[src/stepped_gradient_span_gen_top_assert.svh]
// Assertion macros used by the span generator back end.
// Each macro expects clk and rst to exist in the module that uses it.
`ifndef STEPPED_GRADIENT_SPAN_GEN_TOP_ASSERT_SVH
`define STEPPED_GRADIENT_SPAN_GEN_TOP_ASSERT_SVH

`define SGSG_ASSERT_IMPLIES(lbl, ante, cons) \
  lbl: assert property (@(posedge clk) disable iff (rst) (ante) |-> (cons)) \
    else $error("span generator check failed");

`define SGSG_ASSERT_NEXT(lbl, ante, cons) \
  lbl: assert property (@(posedge clk) disable iff (rst) (ante) |=> (cons)) \
    else $error("span generator sequencing check failed");

`endif

[src/sgsg_pkg.sv]
// Types and constants of the stepped gradient span generator.
// Used by every module of the block but sgsg_div; depends on nothing.
package sgsg_pkg;

  localparam logic [5:0] MAX_STEPS = 6'd62;
  localparam logic [5:0] RESET_STEPS = 6'd8;
  localparam logic [5:0] WIDTH_BITS = 6'd32;
  localparam logic [5:0] COLOUR_BITS = 6'd8;

  typedef struct packed {
    logic signed [31:0] rect_left;
    logic signed [31:0] rect_right;
    logic signed [31:0] rect_top;
    logic signed [31:0] rect_bottom;
    logic signed [31:0] grad_start;
    logic signed [31:0] grad_stop;
    logic [7:0] start_red;
    logic [7:0] start_green;
    logic [7:0] start_blue;
    logic [7:0] stop_red;
    logic [7:0] stop_green;
    logic [7:0] stop_blue;
  } rect_t;

  typedef struct packed {
    logic signed [31:0] span_left;
    logic signed [31:0] span_right;
    logic signed [31:0] span_top;
    logic signed [31:0] span_bottom;
    logic [7:0] span_red;
    logic [7:0] span_green;
    logic [7:0] span_blue;
    logic span_last;
  } span_t;

  typedef struct packed {
    logic grad;
    logic signed [31:0] left;
    logic signed [31:0] right;
    logic signed [31:0] top;
    logic signed [31:0] bottom;
    logic signed [31:0] gb;
    logic neg;
    logic [31:0] qm;
    logic [5:0] rm;
    logic [5:0] n;
    logic [2:0][7:0] c1;
    logic [2:0][7:0] c2;
    logic [2:0] dneg;
    logic [2:0][8:0] cq0;
    logic [2:0][6:0] cr0;
    logic [2:0][7:0] cinc;
    logic [2:0][6:0] rinc;
  } job_t;

endpackage

[src/stepped_gradient_span_gen_top.sv]
// Top level of the stepped gradient span generator.
// Depends on sgsg_pkg, sgsg_front, sgsg_fifo and sgsg_back.
//
// A rectangle item is taken when start is high and busy is low. Each span
// appears on span for one cycle with span_valid high; span_last marks the
// final span of a rectangle. The receiver cannot stall, so spans are never
// held back. Empty rectangles yield no span and leave busy low.
// The step count is written through cfg_valid/cfg_ready/cfg_data and is
// sampled when a rectangle is taken. Reset sets it to 8 and empties the
// job queue.
// Rectangles that miss the gradient hold busy until their job enters the
// queue and give a single span once the back end takes the job. A gradient
// rectangle holds busy while the bit-serial divider runs: it divides the
// 32-bit width and then each colour channel, and then the job is queued.
// The back end then walks the bands and emits the spans, overlapped with
// the next rectangle through a two-entry queue.
module stepped_gradient_span_gen_top (
  input  logic            clk,
  input  logic            rst,
  input  logic            start,
  output logic            busy,
  input  sgsg_pkg::rect_t rect,
  input  logic            cfg_valid,
  output logic            cfg_ready,
  input  logic [5:0]      cfg_data,
  output sgsg_pkg::span_t span,
  output logic            span_valid
);

  logic [5:0] step_count;
  sgsg_pkg::job_t job_w;
  sgsg_pkg::job_t job_r;
  logic push;
  logic pop;
  logic full;
  logic empty;

  assign cfg_ready = 1'b1;

  always_ff @(posedge clk) begin
    if (rst) begin
      step_count <= sgsg_pkg::RESET_STEPS;
    end else if (cfg_valid && cfg_ready) begin
      step_count <= cfg_data;
    end
  end

  sgsg_front u_front (
    .clk        (clk),
    .rst        (rst),
    .start      (start),
    .busy       (busy),
    .rect       (rect),
    .step_count (step_count),
    .job        (job_w),
    .push       (push),
    .full       (full)
  );

  sgsg_fifo u_fifo (
    .clk   (clk),
    .rst   (rst),
    .push  (push),
    .wdata (job_w),
    .full  (full),
    .pop   (pop),
    .rdata (job_r),
    .empty (empty)
  );

  sgsg_back u_back (
    .clk        (clk),
    .rst        (rst),
    .job_in     (job_r),
    .empty      (empty),
    .pop        (pop),
    .span       (span),
    .span_valid (span_valid)
  );

endmodule

[src/sgsg_div.sv]
// Restoring divider, one quotient bit per cycle, by the step count.
// Depends on nothing beyond its ports.
module sgsg_div (
  input  logic        clk,
  input  logic        rst,
  input  logic        start,
  input  logic [5:0]  nbits,
  input  logic [31:0] num,
  input  logic [5:0]  den,
  output logic        done,
  output logic [31:0] quo,
  output logic [5:0]  rem
);

  logic [5:0] cnt;
  logic [6:0] trial;
  logic       fits;

  always_comb begin
    trial = {rem, quo[31]};
    fits = trial >= {1'b0, den};
  end

  always_ff @(posedge clk) begin
    if (rst) begin
      cnt <= 6'd0;
      done <= 1'b0;
    end else begin
      done <= 1'b0;
      if (start) begin
        cnt <= nbits;
        quo <= num;
        rem <= 6'd0;
      end else if (cnt != 6'd0) begin
        rem <= fits ? 6'(trial - {1'b0, den}) : trial[5:0];
        quo <= {quo[30:0], fits};
        cnt <= cnt - 6'd1;
        done <= (cnt == 6'd1);
      end
    end
  end

endmodule

[src/sgsg_front.sv]
// Front end: accepts rectangles, classifies them and runs the divisions.
// Depends on sgsg_pkg and sgsg_div.
module sgsg_front (
  input  logic            clk,
  input  logic            rst,
  input  logic            start,
  output logic            busy,
  input  sgsg_pkg::rect_t rect,
  input  logic [5:0]      step_count,
  output sgsg_pkg::job_t  job,
  output logic            push,
  input  logic            full
);

  typedef enum logic [1:0] {F_IDLE, F_LAUNCH, F_WAIT, F_PUSH} fstate_t;

  fstate_t state;
  logic [1:0] didx;
  logic [1:0] ch;
  logic [31:0] w;
  logic [2:0][7:0] dmag;
  logic [5:0] n_clamp;
  logic signed [32:0] diff;
  logic [2:0][7:0] cs;
  logic [2:0][7:0] ce;
  logic [2:0][8:0] d;
  logic div_start;
  logic div_done;
  logic [31:0] div_quo;
  logic [5:0] div_rem;
  logic [31:0] div_num;
  logic [5:0] div_bits;
  logic [7:0] qn;

  always_comb begin
    if (step_count == 6'd0) begin
      n_clamp = 6'd1;
    end else if (step_count > sgsg_pkg::MAX_STEPS) begin
      n_clamp = sgsg_pkg::MAX_STEPS;
    end else begin
      n_clamp = step_count;
    end
    diff = {rect.grad_stop[31], rect.grad_stop} - {rect.grad_start[31], rect.grad_start};
    cs = {rect.start_blue, rect.start_green, rect.start_red};
    ce = {rect.stop_blue, rect.stop_green, rect.stop_red};
    for (int c = 0; c < 3; c++) begin
      d[c] = {1'b0, ce[c]} - {1'b0, cs[c]};
    end
    ch = didx - 2'd1;
    div_start = (state == F_LAUNCH);
    div_num = (didx == 2'd0) ? w : {dmag[ch], 24'd0};
    div_bits = (didx == 2'd0) ? sgsg_pkg::WIDTH_BITS : sgsg_pkg::COLOUR_BITS;
    qn = div_quo[7:0];
    busy = (state != F_IDLE);
    push = (state == F_PUSH) && !full;
  end

  sgsg_div u_div (
    .clk   (clk),
    .rst   (rst),
    .start (div_start),
    .nbits (div_bits),
    .num   (div_num),
    .den   (job.n),
    .done  (div_done),
    .quo   (div_quo),
    .rem   (div_rem)
  );

  always_ff @(posedge clk) begin
    if (rst) begin
      state <= F_IDLE;
      didx <= 2'd0;
    end else begin
      unique case (state)
        F_IDLE: begin
          if (start) begin
            job.left <= rect.rect_left;
            job.right <= rect.rect_right;
            job.top <= rect.rect_top;
            job.bottom <= rect.rect_bottom;
            job.gb <= rect.grad_start;
            job.n <= n_clamp;
            job.c2 <= ce;
            job.neg <= diff[32];
            w <= diff[32] ? 32'(-diff) : diff[31:0];
            for (int c = 0; c < 3; c++) begin
              job.dneg[c] <= d[c][8];
              dmag[c] <= d[c][8] ? 8'(-d[c]) : d[c][7:0];
            end
            didx <= 2'd0;
            priority if (rect.rect_right <= rect.rect_left) begin
              state <= F_IDLE;
            end else if (rect.grad_stop <= rect.rect_left) begin
              job.grad <= 1'b0;
              job.c1 <= ce;
              state <= F_PUSH;
            end else if (rect.rect_right <= rect.grad_start) begin
              job.grad <= 1'b0;
              job.c1 <= cs;
              state <= F_PUSH;
            end else begin
              job.grad <= 1'b1;
              job.c1 <= cs;
              state <= F_LAUNCH;
            end
          end
        end
        F_LAUNCH: begin
          state <= F_WAIT;
        end
        F_WAIT: begin
          if (div_done) begin
            if (didx == 2'd0) begin
              job.qm <= div_quo;
              job.rm <= div_rem;
            end else begin
              job.cq0[ch] <= {2'b00, qn[7:1]};
              job.cr0[ch] <= {1'b0, div_rem} + (qn[0] ? {1'b0, job.n} : 7'd0);
              job.cinc[ch] <= qn;
              job.rinc[ch] <= {div_rem, 1'b0};
            end
            if (didx == 2'd3) begin
              state <= F_PUSH;
            end else begin
              didx <= didx + 2'd1;
              state <= F_LAUNCH;
            end
          end
        end
        F_PUSH: begin
          if (!full) begin
            state <= F_IDLE;
          end
        end
        default: state <= F_IDLE;
      endcase
    end
  end

endmodule

[src/sgsg_fifo.sv]
// Two-entry queue of prepared jobs between the front and the back end.
// Depends on sgsg_pkg.
module sgsg_fifo (
  input  logic           clk,
  input  logic           rst,
  input  logic           push,
  input  sgsg_pkg::job_t wdata,
  output logic           full,
  input  logic           pop,
  output sgsg_pkg::job_t rdata,
  output logic           empty
);

  sgsg_pkg::job_t mem [2];
  logic wp;
  logic rp;
  logic [1:0] cnt;

  always_comb begin
    full = (cnt == 2'd2);
    empty = (cnt == 2'd0);
    rdata = mem[rp];
  end

  always_ff @(posedge clk) begin
    if (push) begin
      mem[wp] <= wdata;
    end
  end

  always_ff @(posedge clk) begin
    if (rst) begin
      wp <= 1'b0;
      rp <= 1'b0;
      cnt <= 2'd0;
    end else begin
      if (push) begin
        wp <= ~wp;
      end
      if (pop) begin
        rp <= ~rp;
      end
      cnt <= cnt + {1'b0, push} - {1'b0, pop};
    end
  end

endmodule

[src/sgsg_back.sv]
// Back end: walks the band boundaries of one job and emits its spans.
// Depends on sgsg_pkg and the assertion macro header.
`include "stepped_gradient_span_gen_top_assert.svh"

module sgsg_back (
  input  logic           clk,
  input  logic           rst,
  input  sgsg_pkg::job_t job_in,
  input  logic           empty,
  output logic           pop,
  output sgsg_pkg::span_t span,
  output logic           span_valid
);

  typedef enum logic {B_IDLE, B_RUN} bstate_t;

  bstate_t state;
  sgsg_pkg::job_t j;
  logic [5:0] i;
  logic signed [33:0] cur;
  logic [31:0] off;
  logic [5:0] fr;
  logic [2:0][8:0] cq;
  logic [2:0][7:0] cr;

  logic signed [33:0] left_x;
  logic signed [33:0] right_x;
  logic signed [33:0] bnd;
  logic signed [33:0] sr;
  logic signed [33:0] sl;
  logic [33:0] off_x;
  logic [6:0] fr_sum;
  logic carry;
  logic [5:0] fr_next;
  logic [5:0] i_end;
  logic emit;
  logic fin;
  logic [7:0] two_n;
  logic [2:0][7:0] cr_sum;
  logic [2:0] ccar;
  logic [2:0][7:0] cr_next;
  logic [2:0][8:0] cq_next;
  logic [2:0][7:0] colour;

  always_comb begin
    pop = (state == B_IDLE) && !empty;
    left_x = {{2{j.left[31]}}, j.left};
    right_x = {{2{j.right[31]}}, j.right};
    off_x = j.neg ? (34'd0 - {2'b00, off}) : {2'b00, off};
    bnd = {{2{j.gb[31]}}, j.gb} + off_x;
    i_end = j.n + 6'd1;
    if (i <= j.n) begin
      sr = (bnd > right_x) ? right_x : bnd;
    end else begin
      sr = right_x;
    end
    sl = (cur > left_x) ? cur : left_x;
    emit = (sl < sr);
    fin = (sr >= right_x) || (i == i_end);
    fr_sum = {1'b0, fr} + {1'b0, j.rm};
    carry = fr_sum >= {1'b0, j.n};
    fr_next = carry ? 6'(fr_sum - {1'b0, j.n}) : fr_sum[5:0];
    two_n = {1'b0, j.n, 1'b0};
    for (int c = 0; c < 3; c++) begin
      cr_sum[c] = cr[c] + {1'b0, j.rinc[c]};
      ccar[c] = cr_sum[c] >= two_n;
      cr_next[c] = ccar[c] ? cr_sum[c] - two_n : cr_sum[c];
      cq_next[c] = cq[c] + {1'b0, j.cinc[c]} + {8'd0, ccar[c]};
      if (i == 6'd0) begin
        colour[c] = j.c1[c];
      end else if (i == i_end) begin
        colour[c] = j.c2[c];
      end else begin
        colour[c] = j.dneg[c] ? j.c1[c] - cq[c][7:0] : j.c1[c] + cq[c][7:0];
      end
    end
  end

  always_ff @(posedge clk) begin
    if (rst) begin
      state <= B_IDLE;
      span_valid <= 1'b0;
    end else begin
      span_valid <= 1'b0;
      unique case (state)
        B_IDLE: begin
          if (!empty) begin
            j <= job_in;
            if (!job_in.grad) begin
              span.span_left <= job_in.left;
              span.span_right <= job_in.right;
              span.span_top <= job_in.top;
              span.span_bottom <= job_in.bottom;
              span.span_red <= job_in.c1[0];
              span.span_green <= job_in.c1[1];
              span.span_blue <= job_in.c1[2];
              span.span_last <= 1'b1;
              span_valid <= 1'b1;
            end else begin
              i <= 6'd0;
              cur <= {{2{job_in.left[31]}}, job_in.left};
              off <= 32'd0;
              fr <= 6'd0;
              for (int c = 0; c < 3; c++) begin
                cq[c] <= job_in.cq0[c];
                cr[c] <= {1'b0, job_in.cr0[c]};
              end
              state <= B_RUN;
            end
          end
        end
        B_RUN: begin
          span.span_left <= sl[31:0];
          span.span_right <= sr[31:0];
          span.span_top <= j.top;
          span.span_bottom <= j.bottom;
          span.span_red <= colour[0];
          span.span_green <= colour[1];
          span.span_blue <= colour[2];
          span.span_last <= (sr == right_x);
          span_valid <= emit;
          cur <= sr;
          i <= i + 6'd1;
          off <= off + j.qm + {31'd0, carry};
          fr <= fr_next;
          if (i != 6'd0) begin
            cq <= cq_next;
            cr <= cr_next;
          end
          if (fin) begin
            state <= B_IDLE;
          end
        end
        default: state <= B_IDLE;
      endcase
    end
  end

  `SGSG_ASSERT_IMPLIES(a_span_order, span_valid, span.span_left < span.span_right)
  `SGSG_ASSERT_IMPLIES(a_step_bound, state == B_RUN, i <= i_end)
  `SGSG_ASSERT_NEXT(a_single_last, pop && !job_in.grad, span_valid && span.span_last)

endmodule
[config.mk]
export PLATFORM = sky130hd
export DESIGN_NAME = stepped_gradient_span_gen_top
export DESIGN_NICKNAME = d
export VERILOG_FILES = /design/src/sgsg_pkg.sv /design/src/stepped_gradient_span_gen_top.sv /design/src/sgsg_div.sv /design/src/sgsg_front.sv /design/src/sgsg_fifo.sv /design/src/sgsg_back.sv
export VERILOG_INCLUDE_DIRS = /design/src /design/src/src
export SDC_FILE = /design/constraint.sdc
export NUM_CORES = 2
export LEC_CHECK = 0
export ABC_AREA = 1
export BUFFER_PORTS_ARGS = -buffer_cell sky130_fd_sc_hd__buf_2
export CAP_MARGIN = 20
export CORE_MARGIN = 5
export CORE_UTILIZATION = 35
export CTS_CLUSTER_DIAMETER = 120
export CTS_CLUSTER_SIZE = 28
export DETAILED_ROUTE_END_ITERATION = 12
export GPL_ROUTABILITY_DRIVEN = 0
export HOLD_SLACK_MARGIN = 0.05
export PLACE_DENSITY_LB_ADDON = 0.05
export SYNTH_ARGS = -nofsm -noshare
export SYNTH_HDL_FRONTEND = slang
export SYNTH_SLANG_ARGS = --single-unit
[constraint.sdc]
create_clock -name clk -period 67.3 [get_ports clk]
set_clock_uncertainty 0.2 [all_clocks]
set_input_delay 13.46 -clock clk [delete_from_list [all_inputs] [get_ports clk]]
set_output_delay 13.46 -clock clk [all_outputs]
set_load 0.05 [all_outputs]
==> parameters.txt <==
Parameter                              Value

Critical path
  CP startpoint ... rst
  Critical R2R Launch ... u_back.off[0]
  Startpoint-to-endpoint class of the critical path ... input port to flip-flop
  CP Capture Type ... flip-flop
  Worst R2R Setup Slack ... between 50 and 60 ns
  Worst path required time ... about 67 ns
  Data arrival time at the worst-slack endpoint ... approximately 17 ns
  Worst setup path endpoint ... u_back.j[341]
  Startpoint Class ... input port
  Register-to-Register Path Depth ... 51
  Largest fanout of any net on the critical path ... 69
  Critical R2R Capture ... u_back.state

STA
  Final Cycle Share ... between 20 and 30%
  Crit path setup slack, layout ... a little over 50 ns
  Number of pins exceeding their max-slew limit in the final report ... 0
  Worst-Margin Slew ... between 1 and 1.5 ns
  Worst Hold Slack ... around 0.23 ns
  Number of setup violations in the final report ... 0
  Final hold violation count ... 0
  Slew margin rel. ... about 22%
  Crit path time final ... around 17 ns
  Setup repair after global routing missed its margin ... false
  Highest clock rate ... slightly below 0.06 GHz
  Final-layout setup total negative slack ... 0 ns

Routing
  Via density per instance ... a little under 5
  Routed len/inst ... approximately 22 um
  Vias post-DR ... between 50000 and 60000
  Total length of routed wires ... ~230000 um
  TritonRoute pass-1 iters ... 5
  Antenna viol nets, final ... 0
  Initial DRC Count ... ~3800
  DRC Markers ... 0

Pwr
  Total power consumption of the routed design ... roughly 0.0036 W
  Leakage dissipation ... 34.3 nW
  Max VDD drop ... between 20 and 30 uV
  Cell area power density ... 41.9 nW/um2

Clock network
  CTS tree ... done
  Clock root buffer ... sky130_fd_sc_hd__clkbuf_16
  Clock edge transition at the registers on the reported setup and hold paths ... 0.10 ns
  H-tree level count ... 3
  Clock latency of the later-clocked register in the worst-skew pair ... around 0.75 ns
  Maximum root-to-sink buffer count ... 3
  Number of hold buffers added after cts ... 0
  Gates resized, CTS repair ... 0
  Post-CTS setup repair buffer count ... 0
  Sink Count ... about 1700
  CTS buffer count ... 73

Die
  I/O pin cnt ... a little over 400
  Core area ... between 200000 and 250000 um2
  Die Ht ... 482 um
  Die width ... approximately 480 um
  Initial Util ... about a third
  Site row count ... around 170
  Die area ... between 200000 and 250000 um2

Global route
  Global-route wire length before repair ... around 330000 um
  Number of antenna violations at the first check in global routing ... 19
  Combined global-route utilization of all metal layers ... just under 20%
  Vias in the first global route ... around 49000
  Pin count of the biggest net entering global routing ... between 100 and 150
  Leftover overflow at the end of global routing ... 0

Logic synthesis
  Post-Synthesis Cells ... between 6000 and 7000
  EDFF count, synth ... about 1600
  Synth Area per Inst ... about 11 um2
  Dominant register cell in the synthesized netlist ... sky130_fd_sc_hd__edfxtp_1
  Total number of yosys warnings ... 0
  Mapped Nets ... 7712
  Cell Area, Synth ... just under 80000 um2
  Post-synth cell types ... between 60 and 70
  Asr flop ratio synth ... 0%
  Sequential share of the synthesized area ... about 64%
  Total of flip-flops plus latches after synthesis ... 1655

Place
  Post-placement cell area ... roughly 84000 um2
  HPWL Detailed ... roughly 170000 um
  Count of input and output buffers ... around 400
  Pre-CTS setup slack ... just under 50 ns

Cells and area
  NumNets Final ... between 8000 and 9000
  Fin area ... about 86000 um2
  Share of final-layout standard cells stronger than drive strength 1 ... under 10%
  Layout overhead on the synthesized area ... 10.2%

Job
  Max-cap viol count ... 0

Run status
  Outcome ... finished, final reports clean

Hold path
  Class of the tightest hold or removal check ... flip-flop to flip-flop
[registers in the layout, indices dropped and copies added, names as in the netlist, 24 cells and up, named ones only]
name               count
u_front.u_div.quo     32
u_back.j             298
u_fifo.mem           640
u_back.cur            34
u_back.cq             24
u_back.span          153
u_front.job          320
u_back.off            32
u_front.w             32
u_front.dmag          24
u_back.cr             24
[final cells by class]
cell class                      count  area, um2
Clock buffer                       98       1970
Clock inverter                     18        282
Inverter                          671       2530
Timing Repair Buffer              457       2500
Antenna cell                        9       22.5
Multi-Input combinational cell   4454      25300
Sequential cell                  1655      49500
Fill cell                       21500     136000
Tap cell                         2975       3720
[cells by family after synthesis]
group           share of synthesized area, %
compound gates                          7.51
xor+xnor                                2.65
fa+ha+maj                               8.35
buf+inv                                 4.12
flops                                   63.5
other cells                          0.00482
simple gates                            13.9
[metrics by stage]
| step | instances | util (%) |
|---|---|---|
| after floorplan | 6958 | - |
| after global placement | 10200 | 37.6 |
| after detailed placement | 10200 | 37.6 |
| after CTS | 10300 | 38.7 |
| after global routing | 10300 | 38.7 |
| final | 10300 | 38.7 |
[synth_stat cells (74+ instances only)]
| cell | instances | area share, % |
|---|---|---|
| sky130_fd_sc_hd__nand2_1 | 1864 | 9.0 |
| sky130_fd_sc_hd__edfxtp_1 | 1631 | 63 |
| sky130_fd_sc_hd__inv_1 | 666 | 3.2 |
| sky130_fd_sc_hd__nor2_1 | 500 | 2.4 |
| sky130_fd_sc_hd__ha_1 | 478 | 7.7 |
| sky130_fd_sc_hd__a21oi_1 | 376 | 2.4 |
| sky130_fd_sc_hd__o21ai_0 | 297 | 1.9 |
| sky130_fd_sc_hd__clkbuf_1 | 159 | 0.77 |
| sky130_fd_sc_hd__xor2_1 | 150 | 1.7 |
| sky130_fd_sc_hd__nand3_1 | 131 | 0.84 |
| sky130_fd_sc_hd__a31oi_1 | 91 | 0.73 |
| sky130_fd_sc_hd__xnor2_1 | 74 | 0.83 |
[cell usage in the layout, fill, tap and decap left out, types with 74 or more instances in the layout]
| cell type | count |
|---|---|
| sky130_fd_sc_hd__a21oi_1 | 374 |
| sky130_fd_sc_hd__a31oi_1 | 91 |
| sky130_fd_sc_hd__buf_2 | 405 |
| sky130_fd_sc_hd__clkbuf_16 | 75 |
| sky130_fd_sc_hd__edfxtp_1 | 1631 |
| sky130_fd_sc_hd__ha_1 | 478 |
| sky130_fd_sc_hd__inv_1 | 664 |
| sky130_fd_sc_hd__nand2_1 | 1864 |
| sky130_fd_sc_hd__nand3_1 | 130 |
| sky130_fd_sc_hd__nor2_1 | 491 |
| sky130_fd_sc_hd__o21ai_0 | 297 |
| sky130_fd_sc_hd__xnor2_1 | 74 |
| sky130_fd_sc_hd__xor2_1 | 150 |
[where the power goes]
group          internal [W]  total (W)  switching [W]
clock              0.000223   0.000559       0.000336
sequential          0.00137    0.00148       0.000102
combinational      0.000467    0.00156        0.00109
[worst min path at each step]
stage,startpoint,endpoint,slack (ns),cells after the start
floorplan,u_front.job[100],u_fifo.mem[0][100],0.22,0
global placement,u_front.job[1],u_fifo.mem[0][1],0.22,0
detailed placement,u_front.job[229],u_fifo.mem[0][229],0.23,0
CTS,u_front.job[219],u_fifo.mem[0][219],0.22,0
global route,u_front.job[219],u_fifo.mem[0][219],0.23,0
finish,u_front.job[219],u_fifo.mem[0][219],0.23,0
[worst max-delay path, cell delays in order]
cell	delay, ns
sky130_fd_sc_hd__buf_2	0.10
sky130_fd_sc_hd__buf_4	0.22
sky130_fd_sc_hd__nor2_4	0.87
sky130_fd_sc_hd__buf_4	0.87
sky130_fd_sc_hd__buf_4	0.71
sky130_fd_sc_hd__buf_4	0.69
[per-layer routing]
layer / global-route usage (%) / up-vias / part of all wire [%]
li1: - / 24700 / -
met1: 28.6 / 24400 / 48
met2: 29.9 / 1040 / 45
met3: 2.68 / 185 / 5.0
met4: 4.38 / 0 / 1.9
met5: 0 / - / 0
Note: power is estimated with default switching activity, not from simulation.
